## config.mk

```make
export PLATFORM = sky130hd
export DESIGN_NAME = fifo_replacement_assoc_cache
export DESIGN_NICKNAME = d
export VERILOG_FILES = /design/src/design/fra_pkg.sv /design/src/design/fra_ctrl.sv /design/src/design/fra_dpath.sv /design/src/design/fifo_replacement_assoc_cache.sv
export SDC_FILE = /design/constraint.sdc
export NUM_CORES = 1
export LEC_CHECK = 0
export ABC_AREA = 1
export BUFFER_PORTS_ARGS = -buffer_cell sky130_fd_sc_hd__buf_2
export CAP_MARGIN = 20
export CORE_MARGIN = 5
export CORE_UTILIZATION = 60
export CTS_CLUSTER_DIAMETER = 60
export CTS_CLUSTER_SIZE = 16
export DETAILED_ROUTE_END_ITERATION = 10
export GPL_TIMING_DRIVEN = 0
export HOLD_SLACK_MARGIN = 0.03
export PLACE_DENSITY = 0.78
export SLEW_MARGIN = 30
export SYNTH_ARGS = -nofsm -noshare
export SYNTH_HDL_FRONTEND = slang
export SYNTH_SLANG_ARGS = --single-unit
```

## constraint.sdc

```tcl
create_clock -name clock -period 9 [get_ports clock]
set_input_delay 0.45 -clock clock [delete_from_list [all_inputs] [get_ports clock]]
set_output_delay 0.45 -clock clock [all_outputs]
set_load 0.005 [all_outputs]
```

## src/design/fra_pkg.sv

```systemverilog
package fra_pkg;

   // sizes of the store
   localparam int MAX_ENTRIES = 8;
   localparam int IDX_BITS    = 3;
   localparam int CNT_BITS    = 4;
   localparam int KEY_BITS    = 32;
   localparam int VALUE_BITS  = 32;
   localparam int TYPE_BITS   = 2;

   // request kinds
   typedef enum logic [TYPE_BITS-1:0] {
      OP_PUT   = 2'd0,
      OP_GET   = 2'd1,
      OP_WRITE = 2'd2,
      OP_NOP   = 2'd3
   } op_type;

   // request payload
   typedef struct packed {
      logic [TYPE_BITS-1:0]   req_type;
      logic [KEY_BITS-1:0]    req_key;
      logic [VALUE_BITS-1:0]  req_value;
   } req_type;

   // result payload
   typedef struct packed {
      logic                   status;
      logic [VALUE_BITS-1:0]  read_value;
      logic                   replaced_oldest;
      logic [CNT_BITS-1:0]    entries_held;
   } rsp_type;

   // commands from controller to datapath
   typedef struct packed {
      logic load;
      logic compare;
      logic shift;
      logic append;
      logic write_hit;
      logic respond;
   } cmd_type;

   // status from datapath to controller
   typedef struct packed {
      logic                 hit;
      logic                 full;
      logic [TYPE_BITS-1:0] op;
   } stat_type;

   // clamp the configured capacity into 1..MAX_ENTRIES
   function automatic logic [CNT_BITS-1:0] eff_capacity(input logic [CNT_BITS-1:0] cap);
      logic [CNT_BITS-1:0] c;
      c = cap;
      if (c == '0) begin
         c = CNT_BITS'(1);
      end
      if (c > CNT_BITS'(MAX_ENTRIES)) begin
         c = CNT_BITS'(MAX_ENTRIES);
      end
      return c;
   endfunction

endpackage

```

## src/design/fra_ctrl.sv

```systemverilog
module fra_ctrl (
   input  logic               clock,
   input  logic               reset,
   input  logic               start,
   output logic               busy,
   input  fra_pkg::stat_type  stat,
   output fra_pkg::cmd_type   cmd
);

   typedef enum logic [1:0] {
      S_IDLE,
      S_LOOKUP,
      S_EXEC
   } state_type;

   state_type state_ff;
   state_type state_in;

   // next state and commands
   always_comb begin
      state_in = state_ff;
      cmd      = '0;
      unique case (state_ff)
         S_IDLE: begin
            if (start) begin
               cmd.load = 1'b1;
               state_in = S_LOOKUP;
            end
         end
         S_LOOKUP: begin
            cmd.compare = 1'b1;
            state_in    = S_EXEC;
         end
         S_EXEC: begin
            priority if (stat.op == fra_pkg::OP_PUT && !stat.hit && stat.full) begin
               // drop the oldest entry, then check fullness again
               cmd.shift = 1'b1;
            end else if (stat.op == fra_pkg::OP_PUT && !stat.hit) begin
               cmd.append  = 1'b1;
               cmd.respond = 1'b1;
               state_in    = S_IDLE;
            end else if ((stat.op == fra_pkg::OP_PUT || stat.op == fra_pkg::OP_WRITE)
                         && stat.hit) begin
               cmd.write_hit = 1'b1;
               cmd.respond   = 1'b1;
               state_in      = S_IDLE;
            end else begin
               cmd.respond = 1'b1;
               state_in    = S_IDLE;
            end
         end
         default: begin
            state_in = S_IDLE;
         end
      endcase
   end

   // state register
   always_ff @(posedge clock) begin
      if (reset) begin
         state_ff <= S_IDLE;
      end else begin
         state_ff <= state_in;
      end
   end

   assign busy = (state_ff != S_IDLE);

endmodule

```

## src/design/fra_dpath.sv

```systemverilog
module fra_dpath (
   input  logic                            clock,
   input  logic                            reset,
   input  fra_pkg::req_type                req_payload,
   input  logic                            csr_valid,
   input  logic [fra_pkg::CNT_BITS-1:0]    csr_data,
   input  fra_pkg::cmd_type                cmd,
   output fra_pkg::stat_type               stat,
   output fra_pkg::rsp_type                rsp_payload,
   output logic                            rsp_strobe
);

   fra_pkg::req_type                 req_ff;
   logic [fra_pkg::KEY_BITS-1:0]     key_ff [fra_pkg::MAX_ENTRIES];
   logic [fra_pkg::VALUE_BITS-1:0]   val_ff [fra_pkg::MAX_ENTRIES];
   logic [fra_pkg::CNT_BITS-1:0]     fill_ff;
   logic [fra_pkg::CNT_BITS-1:0]     fill_in;
   logic [fra_pkg::CNT_BITS-1:0]     cap_ff;
   logic [fra_pkg::CNT_BITS-1:0]     cap_eff;
   logic                             hit_ff;
   logic [fra_pkg::IDX_BITS-1:0]     slot_ff;
   logic                             evict_ff;
   fra_pkg::rsp_type                 rsp_ff;
   fra_pkg::rsp_type                 rsp_in;
   logic                             rsp_valid_ff;
   logic                             hit_in;
   logic [fra_pkg::IDX_BITS-1:0]     slot_in;
   logic                             is_get;
   logic                             is_wr;

   assign cap_eff = fra_pkg::eff_capacity(cap_ff);

   // parallel key compare, lowest matching slot wins
   always_comb begin
      hit_in  = 1'b0;
      slot_in = '0;
      for (int i = fra_pkg::MAX_ENTRIES - 1; i >= 0; i--) begin
         if (fra_pkg::CNT_BITS'(i) < fill_ff && key_ff[i] == req_ff.req_key) begin
            hit_in  = 1'b1;
            slot_in = fra_pkg::IDX_BITS'(i);
         end
      end
   end

   assign stat.hit  = hit_ff;
   assign stat.full = (fill_ff >= cap_eff);
   assign stat.op   = req_ff.req_type;

   // entry count after this step
   always_comb begin
      priority if (cmd.shift) begin
         fill_in = fill_ff - fra_pkg::CNT_BITS'(1);
      end else if (cmd.append) begin
         fill_in = fill_ff + fra_pkg::CNT_BITS'(1);
      end else begin
         fill_in = fill_ff;
      end
   end

   // result fields
   assign is_get = (req_ff.req_type == fra_pkg::OP_GET);
   assign is_wr  = (req_ff.req_type == fra_pkg::OP_WRITE);
   always_comb begin
      rsp_in.status          = (is_get || is_wr) && !hit_ff;
      rsp_in.read_value      = (is_get && hit_ff) ? val_ff[slot_ff] : '0;
      rsp_in.replaced_oldest = evict_ff;
      rsp_in.entries_held    = fill_in;
   end

   // control state
   always_ff @(posedge clock) begin
      if (reset) begin
         fill_ff      <= '0;
         cap_ff       <= fra_pkg::CNT_BITS'(3);
         rsp_valid_ff <= 1'b0;
      end else begin
         fill_ff      <= fill_in;
         rsp_valid_ff <= cmd.respond;
         if (csr_valid) begin
            cap_ff <= csr_data;
         end
      end
   end

   // request, lookup and result registers
   always_ff @(posedge clock) begin
      if (cmd.load) begin
         req_ff   <= req_payload;
         evict_ff <= 1'b0;
      end
      if (cmd.compare) begin
         hit_ff  <= hit_in;
         slot_ff <= slot_in;
      end
      if (cmd.shift) begin
         evict_ff <= 1'b1;
      end
      if (cmd.respond) begin
         rsp_ff <= rsp_in;
      end
   end

   // entry store: shift toward slot zero, append at the tail, update in place
   always_ff @(posedge clock) begin
      if (cmd.shift) begin
         for (int i = 0; i < fra_pkg::MAX_ENTRIES - 1; i++) begin
            key_ff[i] <= key_ff[i + 1];
            val_ff[i] <= val_ff[i + 1];
         end
      end
      if (cmd.append) begin
         key_ff[fill_ff[fra_pkg::IDX_BITS-1:0]] <= req_ff.req_key;
         val_ff[fill_ff[fra_pkg::IDX_BITS-1:0]] <= req_ff.req_value;
      end
      if (cmd.write_hit) begin
         val_ff[slot_ff] <= req_ff.req_value;
      end
   end

   assign rsp_payload = rsp_ff;
   assign rsp_strobe  = rsp_valid_ff;

endmodule

```

## src/design/fifo_replacement_assoc_cache.sv

```systemverilog
// Eight-entry fully associative key-value store with oldest-first replacement.
// A request is taken when start is high and busy is low. Get, write-existing, a
// put that hits and a put into a store below capacity pass through accept, key
// compare and update before the next request is accepted; a put of a new key
// into a full store first shifts the store down one slot per cycle, dropping the
// oldest entry, until below capacity. The result appears on rsp_payload with
// rsp_strobe high for exactly one cycle, the cycle after the update, and must be
// taken then: there is no way to hold it off. The capacity register may be written
// through csr_* at any time the block is not busy and no result is pending.
module fifo_replacement_assoc_cache (
   input  logic                          clock,
   input  logic                          reset,
   input  logic                          start,
   output logic                          busy,
   input  fra_pkg::req_type              req_payload,
   output fra_pkg::rsp_type              rsp_payload,
   output logic                          rsp_strobe,
   input  logic                          csr_valid,
   output logic                          csr_ready,
   input  logic [fra_pkg::CNT_BITS-1:0]  csr_data
);

   fra_pkg::cmd_type   cmd;
   fra_pkg::stat_type  stat;

   assign csr_ready = 1'b1;

   // sequencer
   fra_ctrl u_ctrl (
      .clock (clock),
      .reset (reset),
      .start (start),
      .busy  (busy),
      .stat  (stat),
      .cmd   (cmd)
   );

   // entry store and compare
   fra_dpath u_dpath (
      .clock       (clock),
      .reset       (reset),
      .req_payload (req_payload),
      .csr_valid   (csr_valid),
      .csr_data    (csr_data),
      .cmd         (cmd),
      .stat        (stat),
      .rsp_payload (rsp_payload),
      .rsp_strobe  (rsp_strobe)
   );

endmodule
```

==> results.py, run 1 <==
metrics = {
    "timing": {
        "layout_min_cycle_time_ns": 5.129,
        "maxSlewViolCount": 0,
        "rsz0062_at_grt": "false",
        "setup_viol": 0,
        "fin_ws_ns": 3.871,
        "holdWs_ns": 0.04694,
        "finalHoldViolations": 0,
        "tns_ns": 0,
        "worst_pin_slew_ns": 1.032,
        "fin_skew_ns": 0.02160,
        "relSlewSlack_pct": 30.53,
        "period_share_pct": 56.99,
        "clock.fmax_mhz": 195.0,
    },
    "critical_path": {
        "crit_arrival_ns": 5.36,
        "worstRegToRegCells": 15,
        "rr_endpoint": "u_dpath.val_ff[0][2]",
        "cp.required_ns": 9.23,
        "r2r_setup_slack_ns": 3.87,
        "critPathKind": "flip-flop to flip-flop",
        "worst_setup_path_end_kind": "flip-flop",
        "r2r_start": "u_dpath.cap_ff[3]",
        "cp-start-kind": "flip-flop",
        "path_max_fanout": 32,
    },
    "drt": {
        "drc": 0,
        "firstDrtPassIters": 9,
        "drt_iter0_drc": 3840,
        "via_count": 26780,
        "detail-route-antenna-nets": 0,
        "avgViaCountPerCell": 6.298,
        "wire_per_inst_um": 25.43,
        "routed_wl_mm": 108.1,
    },
    "grt": {
        "grt_usage_pct": 36.95,
        "grt_max_degree": 49,
        "grt_pass1_wl_mm": 158.2,
        "antenna_found_initial": 1,
        "grt_pass1_vias": 25850,
        "grt-ovfl-total": 0,
    },
    "floorplanning": {
        "io_pins": 115,
        "die_x_um": 238.7,
        "fp.dieH_um": 238.7,
        "core_area_um2": 51510,
        "dieArea_um2": 56960,
        "rows": 83,
        "start_util_pct": 60.91,
    },
    "hold_path": {
        "min_to": "u_dpath.req_ff[2]",
        "min_path_cells": 1,
        "hold_path_class": "input pin to flip-flop",
        "min_from": "req_payload[2]",
    },
    "synthesis": {
        "synth_edf_count": 620,
        "async_flop_share_pct": 0,
        "ys_types": 43,
        "yosysWarnings": 0,
        "syn_nets": 3387,
        "ys_ff_latch": 632,
        "synth.top_cell.area_share_pct": 59.34,
        "syn_inst": 3301,
        "ys_top_cells_by_count": "nand2_1, edfxtp_1, o21ai_0, nor2_1, inv_1",
        "synthFlopType": "edfxtp_1",
        "netlist_top_cells_area": "edfxtp_1, nand2_1, o21ai_0",
        "synth_area_um2": 31370,
        "ys_seq_area_share_pct": 60.11,
        "yosysMostFrequentCell": "nand2_1",
        "syn_avg_cell_area_um2": 9.504,
        "synth_top_cell_by_area": "edfxtp_1",
    },
    "final_layout": {
        "syn2layout_area_growth_pct": 12.51,
        "diodes": 0,
        "final_area_um2": 35300,
        "drive_gt1_share_pct": 10.47,
        "nets": 3632,
    },
    "status": {
        "status": "finished clean",
    },
    "placed_design": {
        "place.gp.congestion": 1.042,
        "placed_area_um2": 33240,
        "place_hpwl_mm": 82.12,
        "port_buffers": 112,
        "dp_slack_ns": 4.120,
    },
    "power_and_ir_drop": {
        "p_leak_nw": 13.88,
        "vdd_drop_max_v": 0.0001857,
        "power_density_nw_per_um2": 163.3,
    },
    "cts": {
        "cts.sinks": 632,
        "insertion_delay_ns": 0.62,
        "root_buffer": "clkbuf_16",
        "clk_pin_slew_ns": 0.07,
        "cts_buffer_depth": 3,
        "cts_tree": "yes",
        "numCtsBuffers": 49,
        "cts.htree.levels": 2,
        "post_cts_buffers": 0,
    },
    "flow_run": {
        "maxCapViolCount": 0,
    },
}
## cells by family (layout without fill, tap and decap cells)
| kind of cell | count (synthesis) | in the layout | share of synthesized area [%] |
|---|---|---|---|
| XOR/XNOR | 116 | 116 | 3.238 |
| adder cells (fa/ha/maj) | 12 | 12 | 0.4786 |
| buffers and inverters | 404 | 675 | 5.579 |
| AND/OR/NAND/NOR | 1581 | 1581 | 21.14 |
| flip-flops | 632 | 632 | 60.11 |
| AO/OA/AOI/OAI | 555 | 555 | 9.440 |
| other | 1 | 1 | 0.01195 |
## per-stage QoR
stage / util, % / cells / total power, W
finish: 68.52 / 4252 / 0.005763
detailed placement: 64.54 / 4116 / 0.003639
global route: 68.52 / 4252 / 0.005894
global placement: 63.65 / 4093 / 0.003627
floorplan: - / 3301 / 0.003498
CTS: 68.52 / 4252 / 0.005725
## worst max path at each step
| stage | from | to | cells past startpoint |
|---|---|---|---|
| global placement | u_dpath.cap_ff[3] | u_dpath.key_ff[5][8] | 11 |
| detailed placement | u_dpath.cap_ff[3] | u_dpath.val_ff[0][9] | 15 |
| finish | u_dpath.cap_ff[3] | u_dpath.val_ff[0][2] | 15 |
| floorplan | u_dpath.cap_ff[3] | u_dpath.key_ff[5][0] | 11 |
| global route | u_dpath.cap_ff[3] | u_dpath.val_ff[0][5] | 15 |
| CTS | u_dpath.cap_ff[3] | u_dpath.val_ff[0][2] | 15 |
## routing by layer
| layer | part of all wire, % | routed length, um | track usage [%] |
|---|---|---|---|
| met1 | 34 | 36320 | 43.66 |
| met2 | 50 | 53830 | 64.39 |
| met3 | 9.2 | 9944 | 4.799 |
| met4 | 7.4 | 8030 | 22.70 |
| met5 | 0 | 0 | 0 |
## worst max-delay path, cell delays in order, from the launching register on
cell and delay [ns]:
dfxtp_1 0.31, inv_1 0.12, nand2_1 0.11, ha_1 0.32, inv_1 0.07, o21bai_1 0.08
a221oi_2 0.28, nand3_1 0.18, inv_2 0.24, buf_2 0.36, ha_1 0.38, inv_1 0.21
a21oi_2 0.63, nand3_1 0.48, buf_2 0.34, nand2_2 0.60
## placed cells by master (no fill, tap or decap), types with 4 or more instances in the layout
master	Yosys	final
xor2_1	59	59
a31oi_1	66	66
clkinv_1	5	5
o21ai_1	79	79
inv_2	10	10
ha_1	12	12
nand2_1	920	910
inv_1	173	172
o21ai_0	346	344
buf_4	18	22
or2_2	29	29
buf_1	4	4
nor2_1	333	330
clkbuf_1	106	117
edfxtp_1	620	620
nand4_1	157	157
dfxtp_1	12	12
buf_6	9	10
clkinvlp_4	0	5
dlygate4sd3_1	0	59
buf_2	79	198
a21oi_1	7	7
clkbuf_16	0	51
nand2_2	2	10
o22ai_1	45	45
nand3_1	102	102
nor3_1	20	19
nor4_1	7	6
xnor2_1	57	57
buf_16	0	9
## cell type report
| type | count | area, um^2 |
|---|---|---|
| Timing Repair Buffer | 194 | 1515 |
| Sequential cell | 632 | 18860 |
| Inverter | 188 | 708.2 |
| Multi-Input combinational cell | 2265 | 10860 |
| Clock inverter | 13 | 127.6 |
| Clock buffer | 64 | 1335 |
| Tap cell | 680 | 850.8 |
| Buffer | 216 | 1046 |
| Fill cell | 3939 | 16210 |
## flip-flops by register name, summed over array words and instances, names as in the netlist, 2 cells and up
signal               count
u_dpath.fill_ff          4
u_dpath.cap_ff           4
u_dpath.rsp_payload     38
u_dpath.slot_ff          3
u_dpath.stat             2
u_dpath.val_ff         256
u_dpath.key_ff         256
u_ctrl.state_ff          2
u_dpath.req_ff          64
## power by group
group          switching (W)  internal (W)  leakage [nW]
logic               0.000242      0.000111          7.46
clock network        0.00108       0.00108         0.698
registers          0.0000170       0.00324          5.73
total                0.00134       0.00442          13.9
## what timing repair did
item	4_1_cts	5_1_grt
hold buffers	59	0
hold endpoints to repair	59	0
resized for setup	0	0
(Power assumes the default switching activity.)
==> inputs of run 2 (changes only) <==
--- a/config.mk
+++ b/config.mk
@@ -9,13 +9,13 @@
 export BUFFER_PORTS_ARGS = -buffer_cell sky130_fd_sc_hd__buf_2
 export CAP_MARGIN = 20
 export CORE_MARGIN = 5
-export CORE_UTILIZATION = 60
+export CORE_UTILIZATION = 56
 export CTS_CLUSTER_DIAMETER = 60
 export CTS_CLUSTER_SIZE = 16
 export DETAILED_ROUTE_END_ITERATION = 10
 export GPL_TIMING_DRIVEN = 0
 export HOLD_SLACK_MARGIN = 0.03
-export PLACE_DENSITY = 0.78
+export PLACE_DENSITY = 0.76
 export SLEW_MARGIN = 30
 export SYNTH_ARGS = -nofsm -noshare
 export SYNTH_HDL_FRONTEND = slang
==> constraint.sdc (replaced) <==
create_clock -name clock -period 4.35 [get_ports clock]
set_input_delay 0.2175 -clock clock [delete_from_list [all_inputs] [get_ports clock]]
set_output_delay 0.2175 -clock clock [all_outputs]
set_load 0.005 [all_outputs]
==> results.py, run 2 (synthesis results as in run 1) <==
metrics = {
    "status": {
        "status": "finished clean",
    },
    "critical_path": {
        "cp-start-kind": "flip-flop",
        "worst_setup_path_end_kind": "flip-flop",
        "crit_arrival_ns": 4.56,
        "worstRegToRegCells": 15,
        "r2r_setup_slack_ns": 0.13,
        "critPathKind": "flip-flop to flip-flop",
        "timing.critical_path.from": "u_dpath.stat[1]",
        "rr_endpoint": "u_dpath.key_ff[1][22]",
        "crit_end": "u_dpath.key_ff[1][22]",
        "cp.required_ns": 4.69,
        "path_max_fanout": 19,
        "r2r_start": "u_dpath.stat[1]",
    },
    "placed_design": {
        "port_buffers": 112,
        "dp.cells": 4180,
        "place_hpwl_mm": 75.15,
        "place.gp.congestion": 1.018,
        "placed_area_um2": 33350,
    },
    "final_layout": {
        "nets": 3651,
        "multiInputGateArea_um2": 10910,
        "final_cells": 4345,
        "reg.largest.list": "u_dpath.key_ff: 256 flops, u_dpath.val_ff: 256 flops, u_dpath.req_ff: 64 flops",
        "final_cell_mix": "nand2_1, edfxtp_1, o21ai_0, nor2_1, buf_2",
        "fillers": 4572,
        "drive_gt1_share_pct": 10.51,
        "final_area_um2": 35790,
        "mostFrequentLayoutCell": "nand2_1",
        "seq_area_um2": 18860,
        "syn2layout_area_growth_pct": 14.09,
        "final_util_pct": 64.71,
    },
    "grt": {
        "grt_pass1_wl_mm": 150.4,
        "grt_max_degree": 39,
        "grt_use_met1_pct": 39.46,
        "use_met3_pct": 5.329,
        "antenna_found_initial": 0,
        "grt_use_met2_pct": 55.16,
        "busiest_layer": "met2",
        "grt_usage_pct": 32.62,
        "grt-ovfl-total": 0,
        "grt_pass1_vias": 25240,
    },
    "timing": {
        "relSlewSlack_pct": 31.23,
        "tns_ns": 0,
        "maxSlewViolCount": 0,
        "period_share_pct": 97.05,
        "layout_min_cycle_time_ns": 4.222,
        "setup_viol": 0,
        "worst_pin_slew_ns": 1.021,
        "fin_skew_ns": 0.03888,
        "clock.fmax_mhz": 236.9,
        "finalHoldViolations": 0,
    },
    "cts": {
        "numCtsBuffers": 51,
        "cts.htree.levels": 2,
        "insertion_delay_ns": 0.64,
        "root_buffer": "clkbuf_16",
        "cts_buffer_depth": 3,
        "cts_tree": "yes",
        "clk_pin_slew_ns": 0.07,
        "cts.sinks": 632,
    },
    "power_and_ir_drop": {
        "swShare_pct": 23.32,
        "vdd_drop_max_v": 0.0004882,
        "clkPwrFrac_pct": 38.7,
        "switchingPower_w": 0.002834,
        "power_density_nw_per_um2": 339.5,
        "p_leak_nw": 14.03,
        "internal-power_w": 0.009319,
        "share_comb_of_total_power_pct": 5.9,
        "power_frac_seq_pct": 55.4,
    },
    "floorplanning": {
        "start_util_pct": 56.72,
        "io_pins": 115,
        "core_area_um2": 55310,
        "rows": 86,
        "dieArea_um2": 60860,
        "die_x_um": 246.7,
        "fp.dieH_um": 246.7,
    },
    "drt": {
        "firstDrtPassIters": 7,
        "wire_per_inst_um": 23.19,
        "routed_wl_mm": 100.7,
        "drc": 0,
        "avgViaCountPerCell": 5.951,
        "drt_iter0_drc": 3060,
        "detail-route-antenna-nets": 0,
        "via_count": 25860,
    },
    "flow_run": {
        "maxCapViolCount": 0,
    },
    "hold_path": {
        "hold_path_class": "input pin to flip-flop",
    },
}
[run 2: timing repair]
item	4_1_cts	5_1_grt
setup buffers	0	0
pin swaps	0	0
hold buffers	81	0
resized for setup	5	9
endpoints found under the hold margin	77	0
setup endpoints to repair	147	266
[run 2: worst min path at each step]
stage	start	end	slack, ns	cells after the start
floorplan	req_payload[0]	u_dpath.req_ff[0]	0.32	0
global placement	req_payload[50]	u_dpath.req_ff[50]	0.39	1
detailed placement	req_payload[53]	u_dpath.req_ff[53]	0.40	1
CTS	req_payload[48]	u_dpath.req_ff[48]	0.26	2
global route	req_payload[38]	u_dpath.req_ff[38]	0.29	2
finish	req_payload[42]	u_dpath.req_ff[42]	0.28	2
[run 2: worst max-delay path, stage by stage (launching register included)]
cell and delay, ns:
edfxtp_1 0.46, inv_1 0.12, ha_1 0.17, inv_1 0.04, nor2_1 0.12, nand2_1 0.22
inv_2 0.16, nand3_1 0.15, inv_2 0.21, buf_2 0.34, ha_2 0.35, inv_1 0.19
nand3_1 0.15, clkbuf_2 0.48, clkbuf_1 0.55, o21ai_0 0.20
[run 2: area by class of cell]
type / instances / area share [%]
Sequential cell: 632 / 52.69
Multi-Input combinational cell: 2265 / 30.49
Timing Repair Buffer: 212 / 4.880
Clock buffer: 68 / 3.859
Buffer: 215 / 2.919
Tap cell: 748 / 2.615
Inverter: 188 / 1.986
Clock inverter: 16 / 0.5523
Antenna cell: 1 / 0.006992
[run 2: per-layer routing]
metal	vias to the layer above	routed length, um
met1	12140	36280
met2	1470	48200
li1	11910	-
met3	341	8862
met5	-	0
met4	0	7409
[run 2: power groups by stage]
stage	sequential [W]	combinational [W]	clock (W)
3_5_place_dp	0.00687	0.000641	0
6_report	0.00673	0.000719	0.00470
2_1_floorplan	0.00685	0.000381	0
4_1_cts	0.00673	0.000702	0.00469
5_1_grt	0.00674	0.000773	0.00494
3_3_place_gp	0.00687	0.000618	0
[run 2: through the flow]
step	hold slack [ns]	setup slack (ns)	power (W)
6_report	0.2839	0.1282	0.01215
5_1_grt	0.2877	-0.005117	0.01245
4_1_cts	0.2648	0.01245	0.01212
3_5_place_dp	0.3956	-0.3315	0.007508
3_3_place_gp	0.3940	-1.754	0.007491
2_1_floorplan	0.3164	0.4443	0.007236
